--- config.mk ---
export PLATFORM = sky130hd
export DESIGN_NAME = ptrb_ctrl
export DESIGN_NICKNAME = d
export VERILOG_FILES = /design/src/rtl/ptrb_pkg.sv /design/src/rtl/ptrb_ctrl.sv
export SDC_FILE = /design/constraint.sdc
export NUM_CORES = 1
export LEC_CHECK = 0
export BUFFER_PORTS_ARGS = -buffer_cell sky130_fd_sc_hd__buf_4
export CORE_AREA = 2 2 39 41
export CTS_BUF_LIST = sky130_fd_sc_hd__clkbuf_4 sky130_fd_sc_hd__clkbuf_8 sky130_fd_sc_hd__clkbuf_16
export CTS_CLUSTER_SIZE = 8
export DETAILED_ROUTE_END_ITERATION = 12
export DIE_AREA = 0 0 41 43
export PLACE_DENSITY = 0.67
export SYNTH_ARGS = -nofsm -noshare
export SYNTH_HDL_FRONTEND = slang
export SYNTH_SLANG_ARGS = --single-unit
export TNS_END_PERCENT = 10
--- constraint.sdc ---
create_clock -name clk -period 1.74 [get_ports clk]
set_input_delay 0.087 -clock clk [delete_from_list [all_inputs] [get_ports clk]]
set_output_delay 0.087 -clock clk [all_outputs]
set_load 0.05 [all_outputs]
--- src/rtl/ptrb_pkg.sv ---
`timescale 1ns / 1ps
// ----------------------------------------------------------------------------
// ptrb_pkg
// Shared widths, codes, state encoding and the controller/datapath interface
// structs of the per-thread reduction bank.
// ----------------------------------------------------------------------------
package ptrb_pkg;

	localparam int DATA_W    = 64;
	localparam int HALF_W    = DATA_W / 2;
	localparam int THREAD_W  = 6;
	localparam int KIND_W    = 2;
	localparam int OP_W      = 4;
	localparam int CFG_IDX_W = 2;

	// item kinds
	localparam logic [KIND_W-1:0] KIND_START    = 2'd0;
	localparam logic [KIND_W-1:0] KIND_UPDATE   = 2'd1;
	localparam logic [KIND_W-1:0] KIND_COLLAPSE = 2'd2;
	localparam logic [KIND_W-1:0] KIND_UNUSED   = 2'd3;

	// operator codes, unused codes fold as add
	localparam logic [OP_W-1:0] OP_ADD  = 4'd0;
	localparam logic [OP_W-1:0] OP_MUL  = 4'd1;
	localparam logic [OP_W-1:0] OP_OR   = 4'd2;
	localparam logic [OP_W-1:0] OP_AND  = 4'd3;
	localparam logic [OP_W-1:0] OP_XOR  = 4'd4;
	localparam logic [OP_W-1:0] OP_UMIN = 4'd5;
	localparam logic [OP_W-1:0] OP_UMAX = 4'd6;
	localparam logic [OP_W-1:0] OP_SMIN = 4'd7;
	localparam logic [OP_W-1:0] OP_SMAX = 4'd8;

	// configuration register indexes
	localparam logic [CFG_IDX_W-1:0] CFG_OP_SELECT      = 2'd0;
	localparam logic [CFG_IDX_W-1:0] CFG_INITIAL_VALUE  = 2'd1;
	localparam logic [CFG_IDX_W-1:0] CFG_IDENTITY_VALUE = 2'd2;

	typedef enum logic [3:0] {
		ST_CLEAR,
		ST_IDLE,
		ST_FILL,
		ST_U_RD,
		ST_U_WAIT,
		ST_U_WR,
		ST_C_RD,
		ST_C_WAIT,
		ST_C_EX,
		ST_C_DONE
	} state_t;

	typedef enum logic [1:0] {
		WSEL_ZERO,
		WSEL_RELOAD,
		WSEL_RESULT
	} wsel_t;

	typedef struct packed {
		logic  latch;
		logic  idx_clr;
		logic  idx_inc;
		logic  mem_re;
		logic  rd_thread;
		logic  mem_we;
		logic  wr_thread;
		wsel_t wsel;
		logic  collapse;
		logic  acc_load_rd;
		logic  acc_load_res;
		logic  out_load;
	} cmd_t;

	typedef struct packed {
		logic idx_zero;
		logic idx_last;
		logic thread_ok;
	} sts_t;

endpackage

--- src/rtl/ptrb_ctrl.sv ---
`timescale 1ns / 1ps
// ----------------------------------------------------------------------------
// ptrb_ctrl
// Sequencer for clearing, bank loading, read-modify-write updates and the
// collapse walk; owns the input ready and the result valid.
// ----------------------------------------------------------------------------
module ptrb_ctrl (
	input  logic                          clk,
	input  logic                          arst_n,
	input  logic                          in_valid,
	output logic                          in_ready,
	input  logic [ptrb_pkg::KIND_W-1:0]   kind,
	output logic                          out_valid,
	input  logic                          out_ready,
	input  ptrb_pkg::sts_t                sts,
	output ptrb_pkg::cmd_t                cmd
);
	import ptrb_pkg::*;

	state_t state_q;
	state_t state_d;
	logic   out_valid_q;
	logic   accept;
	logic   out_free;

	assign in_ready  = (state_q == ST_IDLE);
	assign accept    = in_valid && in_ready;
	assign out_free  = !out_valid_q || out_ready;
	assign out_valid = out_valid_q;

	always_comb begin
		state_d = state_q;
		case (state_q)
			ST_CLEAR: begin
				if (sts.idx_last) state_d = ST_IDLE;
			end
			ST_IDLE: begin
				if (accept) begin
					case (kind)
						KIND_START:    state_d = ST_FILL;
						KIND_UPDATE:   state_d = sts.thread_ok ? ST_U_RD : ST_IDLE;
						KIND_COLLAPSE: state_d = ST_C_RD;
						default:       state_d = ST_IDLE;
					endcase
				end
			end
			ST_FILL: begin
				if (sts.idx_last) state_d = ST_IDLE;
			end
			ST_U_RD:   state_d = ST_U_WAIT;
			ST_U_WAIT: state_d = ST_U_WR;
			ST_U_WR:   state_d = ST_IDLE;
			ST_C_RD:   state_d = ST_C_WAIT;
			ST_C_WAIT: begin
				if (!sts.idx_zero) state_d = ST_C_EX;
				else if (sts.idx_last) state_d = ST_C_DONE;
				else state_d = ST_C_RD;
			end
			ST_C_EX: begin
				state_d = sts.idx_last ? ST_C_DONE : ST_C_RD;
			end
			ST_C_DONE: begin
				if (out_free) state_d = ST_IDLE;
			end
			default: state_d = ST_CLEAR;
		endcase
	end

	always_comb begin
		cmd = '0;
		case (state_q)
			ST_CLEAR: begin
				cmd.mem_we  = 1'b1;
				cmd.wsel    = WSEL_ZERO;
				cmd.idx_inc = !sts.idx_last;
			end
			ST_IDLE: begin
				cmd.latch   = accept;
				cmd.idx_clr = accept;
			end
			ST_FILL: begin
				cmd.mem_we  = 1'b1;
				cmd.wsel    = WSEL_RELOAD;
				cmd.idx_inc = !sts.idx_last;
			end
			ST_U_RD: begin
				cmd.mem_re    = 1'b1;
				cmd.rd_thread = 1'b1;
			end
			ST_U_WAIT: ;
			ST_U_WR: begin
				cmd.mem_we    = 1'b1;
				cmd.wr_thread = 1'b1;
				cmd.wsel      = WSEL_RESULT;
			end
			ST_C_RD: begin
				// entry is read out and reloaded in the same beat
				cmd.mem_re = 1'b1;
				cmd.mem_we = 1'b1;
				cmd.wsel   = WSEL_RELOAD;
			end
			ST_C_WAIT: begin
				cmd.collapse    = 1'b1;
				cmd.acc_load_rd = sts.idx_zero;
				cmd.idx_inc     = sts.idx_zero && !sts.idx_last;
			end
			ST_C_EX: begin
				cmd.collapse     = 1'b1;
				cmd.acc_load_res = 1'b1;
				cmd.idx_inc      = !sts.idx_last;
			end
			ST_C_DONE: begin
				cmd.out_load = out_free;
			end
			default: ;
		endcase
	end

	always_ff @(posedge clk or negedge arst_n) begin
		if (!arst_n) begin
			state_q     <= ST_CLEAR;
			out_valid_q <= 1'b0;
		end else begin
			state_q <= state_d;
			if (cmd.out_load) begin
				out_valid_q <= 1'b1;
			end else if (out_ready) begin
				out_valid_q <= 1'b0;
			end
		end
	end

endmodule

* Yosys cells after proc, flatten, opt, wreduce, memory -nomap -nowiden
Index checks and enable logic that the tools add are counted.
** Storage, ports and cells
- Bits in registers :: 5
- Latch bits :: 0
- Bits in writable memories :: 0
- Memory bits (read-only) :: 0
- Input port bits :: 9
- Memories kept :: 0
** Operators by class
- Add/sub/neg operators :: 0
- Multipliers :: 0
- Divide/modulo/power cells :: 0
- Magnitude comparators :: 0
- Eq/ne operators :: 14
- Shift-type cells :: 0
- Muxes and demuxes :: 21
- Bitwise logic cells :: 0
- Reductions and logical operators :: 15
** Operators by type and width (number)
- 4-bit one-hot mux with 9 select lines :: 1
- 4-bit two-way mux :: 5
- 4-bit by 3-bit == test with 1-bit output, second input constant :: 4
- 1-bit two-way mux :: 10
- 3-bit one-hot mux with 3 select lines :: 1
- 4-bit by 2-bit == test with 1-bit output, second input constant :: 2
- 4-bit == test, second input constant :: 2
- 2-bit OR reduction :: 4
- 4-bit by 1-bit == test with 1-bit output, second input constant :: 1
- 4-bit zero test :: 1
- 2-bit two-way mux :: 2
- 2-bit by 1-bit inequality test with 1-bit output, second input constant :: 2
- 2-bit one-hot mux with 2 select lines :: 1
- 4-bit OR reduction :: 1
- 3-bit AND reduction :: 1
- 3-bit OR reduction :: 1
- 2-bit by 1-bit == test with 1-bit output, second input constant :: 1
- 2-bit == test, second input constant :: 1
- 1-bit logical AND :: 2
- 1-bit zero test :: 2
- 2-bit zero test :: 1
- 2-bit inequality test, second input constant :: 1
- 1-bit one-hot mux with 2 select lines :: 1
- 2-bit nonzero test :: 1
- 1-bit logical OR :: 1

* Depth between registers and ports, before layout
Gate-level depths: netlist (run 1).
- Depth after elaboration :: 4
- Mapped depth :: 5
- Mapped depth without buffers :: 4

* Least setup slack after synthesis (run 1)
Ideal clock, no wire load.
- Path kind :: register -> output
- Start point :: register state_q[0]
- End point :: output port cmd[6] (netlist bit)
- Arrival time :: 2833 ps
- Data required time :: 1653 ps
- Path slack :: -1180 ps
- Stages on the path, launching flop included :: 4
- Path through :: dfrtp_1 -> clkbuf_1 -> nor4b_1 -> buf_4
** RTL lines
- start, declared :: line ptrb_ctrl.sv:20 : state_t state_q;
- start signal, assigned :: line ptrb_ctrl.sv:124 : state_q <= state_d;
- end, declared :: line ptrb_ctrl.sv:16 : output ptrb_pkg::cmd_t cmd

==> impl_metrics.toml, run 1 <==
[run_status]
outcome = "complete, no violations"

[sta]
fin_skew_ps = 2.61
setup_ws_ps = 13.4
setup_violations = 0
fin_setup_tns_ps = 0
hold_ws_ps = 148
worstMarginPinSlew_ps = 336
rsz0062_at_grt = "true"
slew_headroom_pct = 77.4
finalCriticalPeriod_ps = 1730
slew_violations = 0
finalHoldViolCount = 0
fmax_mhz = 579
finalCritPeriodShare_pct = 99.2

[min_path]
hold_class = "primary input to register"
min_path_cells = 3

[finish]
drive_gt1_share_pct = 56.6
fill_cells = 115
multi_input_area_um2 = 370
regArea_um2 = 128
fin_nets = 116
antennaDiodeCount = 0
final_area_um2 = 903
layout_commonest_cell = "buf_4"
mostFrequentLayoutCells = "buf_4, nor2_1, a21oi_1"
syn_to_final_growth_pct = 79.6

[clock_network]
htreeDepth = 1
cts_buffer_depth = 2
clkSinkCount = 5
cts-buffers-inserted = 3
root_buffer = "clkbuf_4"
clk_pin_slew_ps = 40
cts_tree = "yes"
clkLatencyLatePin_ps = 240

[logic_synthesis]
synth-seq-cells = 5
yosysSeqAreaShare_pct = 24.9
ys_warn_count = 0
synthArstFlopShare_pct = 100
synth_nets = 79
synth_area_um2 = 503
synth_cell_type_count = 32
netlist_instances = 70
synth_edf_count = 0
syn_avg_cell_area_um2 = 7.19
synthFlopType = "dfrtp_1"

[setup_path]
r2r-start = "state_q[3]"
cp_data_arrival_time_ps = 1640
required_ps = 1650
crit_slowest_cell = "dfrtp_1"
path_class = "register to output pin"
path_common_cell = "buf_6"
crit_path_start_kind = "register"
r2r_slack_ps = 170
r2r_cells = 6
max_stage_delay_ps = 410
cp_max_fo = 5
crit_chain = "buf_6 > clkinvlp_4 > or3_4 > and3_4 > buf_6"
startpoint = "state_q[2]"
endpoint = "cmd[7]"
r2r-end = "state_q[2]"
endpoint_kind = "output pin"

[flow_run]
cap_violations = 0

[route]
vias_per_cell = 5.29
drc = 0
wl_per_cell_um = 12.4
drt_iter0_markers = 15
ant_nets = 0
routed_wirelength_mm = 1.52
vias = 645
dr.pass1.iters = 4

[global_route]
grt_max_degree = 11
antenna_found_initial = 0
grt_overflow = 0
grt_pass1_wl_mm = 2.04
grt.total_usage_pct = 16.9
grt_pass1_vias = 491

[placement]
placed_area_um2 = 711
pre_cts_ws_ps = 154
io_buffers = 23
globalplace.congestion = 0.832
hpwl_um = 959

[pwr]
power_mw = 1.58
p_leak_nw = 0.417
ir_drop_uv = 903
p_per_area_nw_per_um2 = 1750

[floorplanning]
core_um2 = 1380
pin_count = 24
die-width_um = 41
start_util_pct = 36.3
fp.dieH_um = 43
dieArea_um2 = 1760
placementRows = 14
==> report_power, final <==
group / switching, mW / internal [mW] / leakage, nW
Clock: 0.0483 / 0.102 / 0.0184
Sequential: 0.0438 / 0.151 / 0.0628
Combinational: 0.704 / 0.527 / 0.335
==> cell usage after synthesis, types with 2 or more instances <==
cell      count  share of area (%)
inv_1         7                5.2
o211ai_1      2                3.0
nor2_1        7                5.2
o21ai_0       2                2.0
a21oi_1       6                6.0
nand2_1       4                3.0
nor2b_1       3                3.7
dfrtp_1       5                 25
buf_4         4                6.0
nor3_1        4                4.0
and3_1        2                2.5
nand2b_1      2                2.5
nand3_1       3                3.0
==> critical path: cells and delay by family (launching register included) <==
kind,cells,cell delay [ps]
buffers and inverters,3,410
flip-flops,1,410
AND/OR/NAND/NOR,2,570
==> registers in the layout, indices dropped and copies added (netlist names) <==
register   count
out_valid      1
state_q        4
==> kinds of logic (layout without fill, tap and decap cells) <==
group	count (synthesis)	in the layout	share of synthesized area (%)
xor gates and xnor gates	1	1	1.74
DFF	5	5	24.9
buffers and inverters	13	49	12.9
AOI/OAI and AO/OA	17	17	21.1
and+or+nand+nor	34	34	39.3
==> per-stage QoR <==
stage / instances / util, %
final: 122 / 65.3
after global routing: 122 / 65.3
after CTS: 112 / 54.9
after detailed placement: 107 / 51.4
after global placement: 107 / 51.4
after floorplan: 70 / -
==> worst min-delay path by stage <==
stage / startpoint / end / slack (ps)
after floorplan: arst_n / out_valid / -210
after global placement: arst_n / out_valid / -110
after detailed placement: arst_n / out_valid / -110
after CTS: sts[2] / state_q[0] / 140
after global routing: out_ready / state_q[3] / 150
final: sts[2] / state_q[0] / 150
==> timing repair <==
action	CTS	global route
endpoints found under the setup margin	6	6
setup buffers	0	10
pin swaps	0	7
hold endpoints to repair	5	0
hold buffers	1	0
cloned	0	0
gates resized for setup	2	18
==> layer usage <==
layer / wire length (µm) / global-route usage, % / vias up
li1: - / - / 314
met4: 12 / 2.00 / 0
met1: 631 / 22.0 / 308
met2: 792 / 25.6 / 21
met5: 0 / 0 / -
met3: 81 / 7.85 / 2
==> cell type report <==
| type | count | share of cell area (%) |
|---|---|---|
| repair buffers | 38 | 35.2 |
| inverters | 7 | 4.16 |
| well taps | 16 | 2.22 |
| flip-flops and latches | 5 | 14.1 |
| multi-input cells | 52 | 41.0 |
| clock buffers | 4 | 3.32 |
Note: power is estimated with default switching activity, not from simulation.
==> run 2: changes to the inputs <==
--- a/config.mk
+++ b/config.mk
@@ -5,13 +5,12 @@
 export SDC_FILE = /design/constraint.sdc
 export NUM_CORES = 1
 export LEC_CHECK = 0
-export BUFFER_PORTS_ARGS = -buffer_cell sky130_fd_sc_hd__buf_4
 export CORE_AREA = 2 2 39 41
 export CTS_BUF_LIST = sky130_fd_sc_hd__clkbuf_4 sky130_fd_sc_hd__clkbuf_8 sky130_fd_sc_hd__clkbuf_16
 export CTS_CLUSTER_SIZE = 8
 export DETAILED_ROUTE_END_ITERATION = 12
 export DIE_AREA = 0 0 41 43
-export PLACE_DENSITY = 0.67
+export DONT_BUFFER_PORTS = 1
 export SYNTH_ARGS = -nofsm -noshare
 export SYNTH_HDL_FRONTEND = slang
 export SYNTH_SLANG_ARGS = --single-unit
==> impl_metrics.toml, run 2 (same netlist as run 1, synthesis figures left out) <==
[run_status]
outcome = "complete, no violations"

[sta]
fin_setup_tns_ps = 0
fmax_mhz = 588
finalCriticalPeriod_ps = 1700
slew_violations = 0
fin_skew_ps = 3.47
slew_headroom_pct = 78.0
worstMarginPinSlew_ps = 327
finalHoldViolCount = 0
finalCritPeriodShare_pct = 97.7
setup_violations = 0
rsz0062_at_grt = "true"
setup_ws_ps = 40.4

[setup_path]
r2r_cells = 4
cp_data_arrival_time_ps = 1610
required_ps = 1650
r2r-start = "state_q[1]"
crit_path_start_kind = "register"
crit_chain = "buf_4 > inv_1 > or3_1 > and3_4"
r2r_slack_ps = 170
cp_max_fo = 11
cp_top_family = "simple AND/OR/NAND/NOR gates"
max_stage_delay_ps = 430
endpoint = "cmd[7]"
path_class = "register to output pin"
worstPathBufferInverterCount = 2
cp_num_cells = 4
crit_slowest_cell = "or3_1"
startpoint = "state_q[2]"
endpoint_kind = "output pin"
r2r-end = "state_q[2]"

[clock_network]
root_buffer = "clkbuf_4"
postCtsSetupBuffers = 0
clkLatencyLatePin_ps = 230
cts-buffers-inserted = 3
cts_buffer_depth = 2
htreeDepth = 1
cts_tree = "yes"
clk_pin_slew_ps = 50
clkSinkCount = 5

[global_route]
antenna_found_initial = 0
grt_pass1_wl_mm = 2.02
grt_max_degree = 13
grt_overflow = 0
grt_pass1_vias = 498
grt.total_usage_pct = 16.3

[finish]
antennaDiodeCount = 0
layout_commonest_cell = "buf_4"
syn_to_final_growth_pct = 44.8
final_area_um2 = 728
largest_reg_flops = 4
largest-register = "state_q"
fill_cells = 137
drive_gt1_share_pct = 38.8
mostFrequentLayoutCells = "buf_4, nor2_1, a21oi_1, inv_1"
fin_nets = 95

[route]
vias_per_cell = 5.62
ant_nets = 0
vias = 568
wl_per_cell_um = 12.9
drt_iter0_markers = 29
dr.pass1.iters = 4
routed_wirelength_mm = 1.30
drc = 0

[pwr]
swShare_pct = 54.0
clockPowerShare_pct = 10.8
p_seq_share_pct = 14.2
ir_drop_uv = 901
power.switching_mw = 0.724
p_leak_nw = 0.312
p_per_area_nw_per_um2 = 1840
comb_power_share_pct = 75.0
p_int_mw = 0.616
power_mw = 1.34

[floorplanning]
die-width_um = 41
pin_count = 24
fp.dieH_um = 43
start_util_pct = 36.3
core_um2 = 1380
placementRows = 14
dieArea_um2 = 1760

[placement]
pre_cts_ws_ps = 181
globalplace.congestion = 0.914
io_buffers = 0
hpwl_um = 939
placed_area_um2 = 666

[flow_run]
cap_violations = 0

[min_path]
hold_class = "primary input to register"
## run 2: per-layer routing
metal  vias up  wire length [µm]  global-route usage (%)
met5         -                 0                       0
met1       259               525                    22.2
met4         0                 6                    2.67
met3         2               113                    4.19
li1        275                 -                       -
met2        32               659                    25.6
## run 2: worst min-delay path by stage
| stage | from | to | slack [ps] | cells after the start |
|---|---|---|---|---|
| floorplan | arst_n | out_valid | -210 | 0 |
| global placement | arst_n | out_valid | -210 | 0 |
| detailed placement | arst_n | out_valid | -210 | 0 |
| CTS | sts[1] | state_q[3] | 20 | 2 |
| global route | sts[1] | state_q[3] | 40 | 2 |
| finish | sts[1] | state_q[3] | 20 | 2 |
## run 2: stage by stage
| stage | hold slack, ps | util, % | cells |
|---|---|---|---|
| 2_1_floorplan | -209 | - | 70 |
| 3_3_place_gp | -209 | 48.1 | 96 |
| 3_5_place_dp | -209 | 48.1 | 96 |
| 4_1_cts | 16.6 | 51.7 | 101 |
| 5_1_grt | 40.1 | 52.6 | 101 |
| 6_report | 16.6 | 52.6 | 101 |
## run 2: power groups by stage
stage | sequential (mW) | combinational, mW | clock [mW]
final | 0.190 | 1.00 | 0.145
after detailed placement | 0.187 | 0.962 | 0
after global placement | 0.185 | 0.958 | 0
after global routing | 0.195 | 1.06 | 0.157
after CTS | 0.187 | 0.976 | 0.146
after floorplan | 0.178 | 0.748 | 0
## run 2: final cells by class
| cell class | count | area (µm²) | share of cell area [%] |
|---|---|---|---|
| multi-input cells | 52 | 350 | 48.1 |
| repair buffers | 17 | 168 | 23.0 |
| flip-flops and latches | 5 | 126 | 17.4 |
| inverters | 7 | 33.8 | 4.64 |
| clock buffers | 4 | 30.0 | 4.12 |
| well taps | 16 | 20.0 | 2.75 |
## run 2: what timing repair did
action                                 CTS  global route
setup endpoints to repair                3             5
pin swaps                                0             2
endpoints found under the hold margin    5             0
gates resized for setup                  3             4
hold buffers                             1             0
==> run 3: changes to the inputs <==
--- a/config.mk
+++ b/config.mk
@@ -11,6 +11,7 @@
 export DETAILED_ROUTE_END_ITERATION = 12
 export DIE_AREA = 0 0 41 43
 export DONT_BUFFER_PORTS = 1
+export SKIP_LAST_GASP = 1
 export SYNTH_ARGS = -nofsm -noshare
 export SYNTH_HDL_FRONTEND = slang
 export SYNTH_SLANG_ARGS = --single-unit
==> constraint.sdc (replaced) <==
create_clock -name clk -period 2.05 [get_ports clk]
set_input_delay 0.1025 -clock clk [delete_from_list [all_inputs] [get_ports clk]]
set_output_delay 0.1025 -clock clk [all_outputs]
set_load 0.05 [all_outputs]
==> impl_metrics.toml, run 3 (same netlist as run 1, synthesis figures left out) <==
[floorplanning]
pin_count = 24
dieArea_um2 = 1760
core_um2 = 1380
placementRows = 14
fp.dieH_um = 43
die-width_um = 41
start_util_pct = 36.3

[setup_path]
max_stage_delay_ps = 560
cp_data_arrival_time_ps = 1800
required_ps = 1950
cp_max_fo = 13
r2r_slack_ps = 380
crit_chain = "inv_1 > or3_1 > and3_1"
endpoint_kind = "output pin"
r2r_cells = 4
path_class = "register to output pin"
r2r-end = "state_q[2]"
r2r-start = "state_q[3]"
crit_slowest_cell = "dfrtp_1"
crit_path_start_kind = "register"

[finish]
drive_gt1_share_pct = 31.3
mostFrequentLayoutCells = "buf_4, inv_1, nor2_1, a21oi_1, dfrtp_1"
antennaDiodeCount = 0
layout_commonest_cell = "buf_4"
fin_nets = 93
final_util_pct = 49.7
stdcell_count = 99
largest-register = "state_q"
syn_to_final_growth_pct = 36.8
largest_reg_flops = 4

[sta]
finalCritPeriodShare_pct = 92.8
slew_headroom_pct = 67.5
setup_ws_ps = 147
fmax_mhz = 526
rsz0062_at_grt = "false"
finalCriticalPeriod_ps = 1900
fin_skew_ps = 1.97
slew_violations = 0
setup_violations = 0
finalHoldViolCount = 0
worstMarginPinSlew_ps = 489

[clock_network]
clkSinkCount = 5
cts-buffers-inserted = 3
root_buffer = "clkbuf_4"
cts_buffer_depth = 2
clkLatencyLatePin_ps = 240
clk_pin_slew_ps = 40
cts_tree = "yes"
htreeDepth = 1

[flow_run]
cap_violations = 0

[pwr]
p_leak_nw = 0.317
p_per_area_nw_per_um2 = 1570
ir_drop_uv = 639

[route]
drt_iter0_markers = 7
vias = 531
dr.pass1.iters = 4
wl_per_cell_um = 11.8
drc = 0
routed_wirelength_mm = 1.16
ant_nets = 0
vias_per_cell = 5.36

[min_path]
min_to = "state_q[0]"
min_path_cells = 2
hold_class = "primary input to register"
min_from = "sts[1]"

[placement]
pre_cts_ws_ps = 401
dpl.cell_count = 94
globalplace.congestion = 0.845
hpwl_um = 873
io_buffers = 0

[global_route]
grt_overflow = 0
grt_max_degree = 14
antenna_found_initial = 0
grt_pass1_vias = 444
grt_pass1_wl_mm = 1.84
grt.total_usage_pct = 14.8

[run_status]
outcome = "complete, no violations"
[run 3: worst max-delay path: cells and delay by family, from the launching register on]
kind,cells,cell delay [ps]
buf+inv,1,230
flops,1,560
simple gates,2,770
[run 3: cell type report]
cell class,instances,area (µm²)
tap,16,20.0
sequential,5,125
multi-input combinational,52,334
clock buffer,4,30.0
fill,153,696
timing repair buffer,15,153
inverter,7,26.3
[run 3: metal layers]
metal | vias up | track usage [%] | share of wire (%)
met5 | - | 0 | 0
li1 | 270 | - | -
met4 | 0 | 2.00 | 0
met1 | 240 | 21.6 | 47
met3 | 0 | 7.33 | 8.2
met2 | 21 | 20.0 | 45
[run 3: how the worst max path moves through the flow]
stage               start         end  slack (ps)  depth (start not counted)
2_1_floorplan  state_q[0]      cmd[6]         -80                          3
3_3_place_gp   state_q[3]  state_q[2]         380                          4
3_5_place_dp   state_q[3]  state_q[2]         400                          4
4_1_cts        state_q[2]      cmd[2]         170                          5
5_1_grt        state_q[2]      cmd[7]          60                          3
6_report       state_q[2]      cmd[7]         150                          3
[run 3: per-stage QoR]
stage,TNS (ps),power (mW),instance area (µm²),hold WS [ps]
after floorplan,-80.3,0.762,510,-193
after global placement,0,0.947,643,-193
after detailed placement,0,0.952,643,-193
after CTS,0,1.08,683,18.3
after global routing,0,1.15,688,23.2
final,0,1.08,688,20.4
[run 3: what timing repair did]
| action | 4_1_cts | 5_1_grt |
|---|---|---|
| endpoints found under the setup margin | 0 | 1 |
| endpoints found under the hold margin | 5 | 0 |
| hold buffers | 1 | 0 |
| setup buffers | 0 | 0 |
| gates resized for setup | 0 | 1 |
[run 3: power by group]
group	internal, mW	switching, mW	total (mW)	leakage (nW)
clock network	0.0866	0.0369	0.123	0.0184
logic	0.282	0.475	0.757	0.233
registers	0.124	0.0732	0.198	0.0650
total	0.493	0.585	1.08	0.317
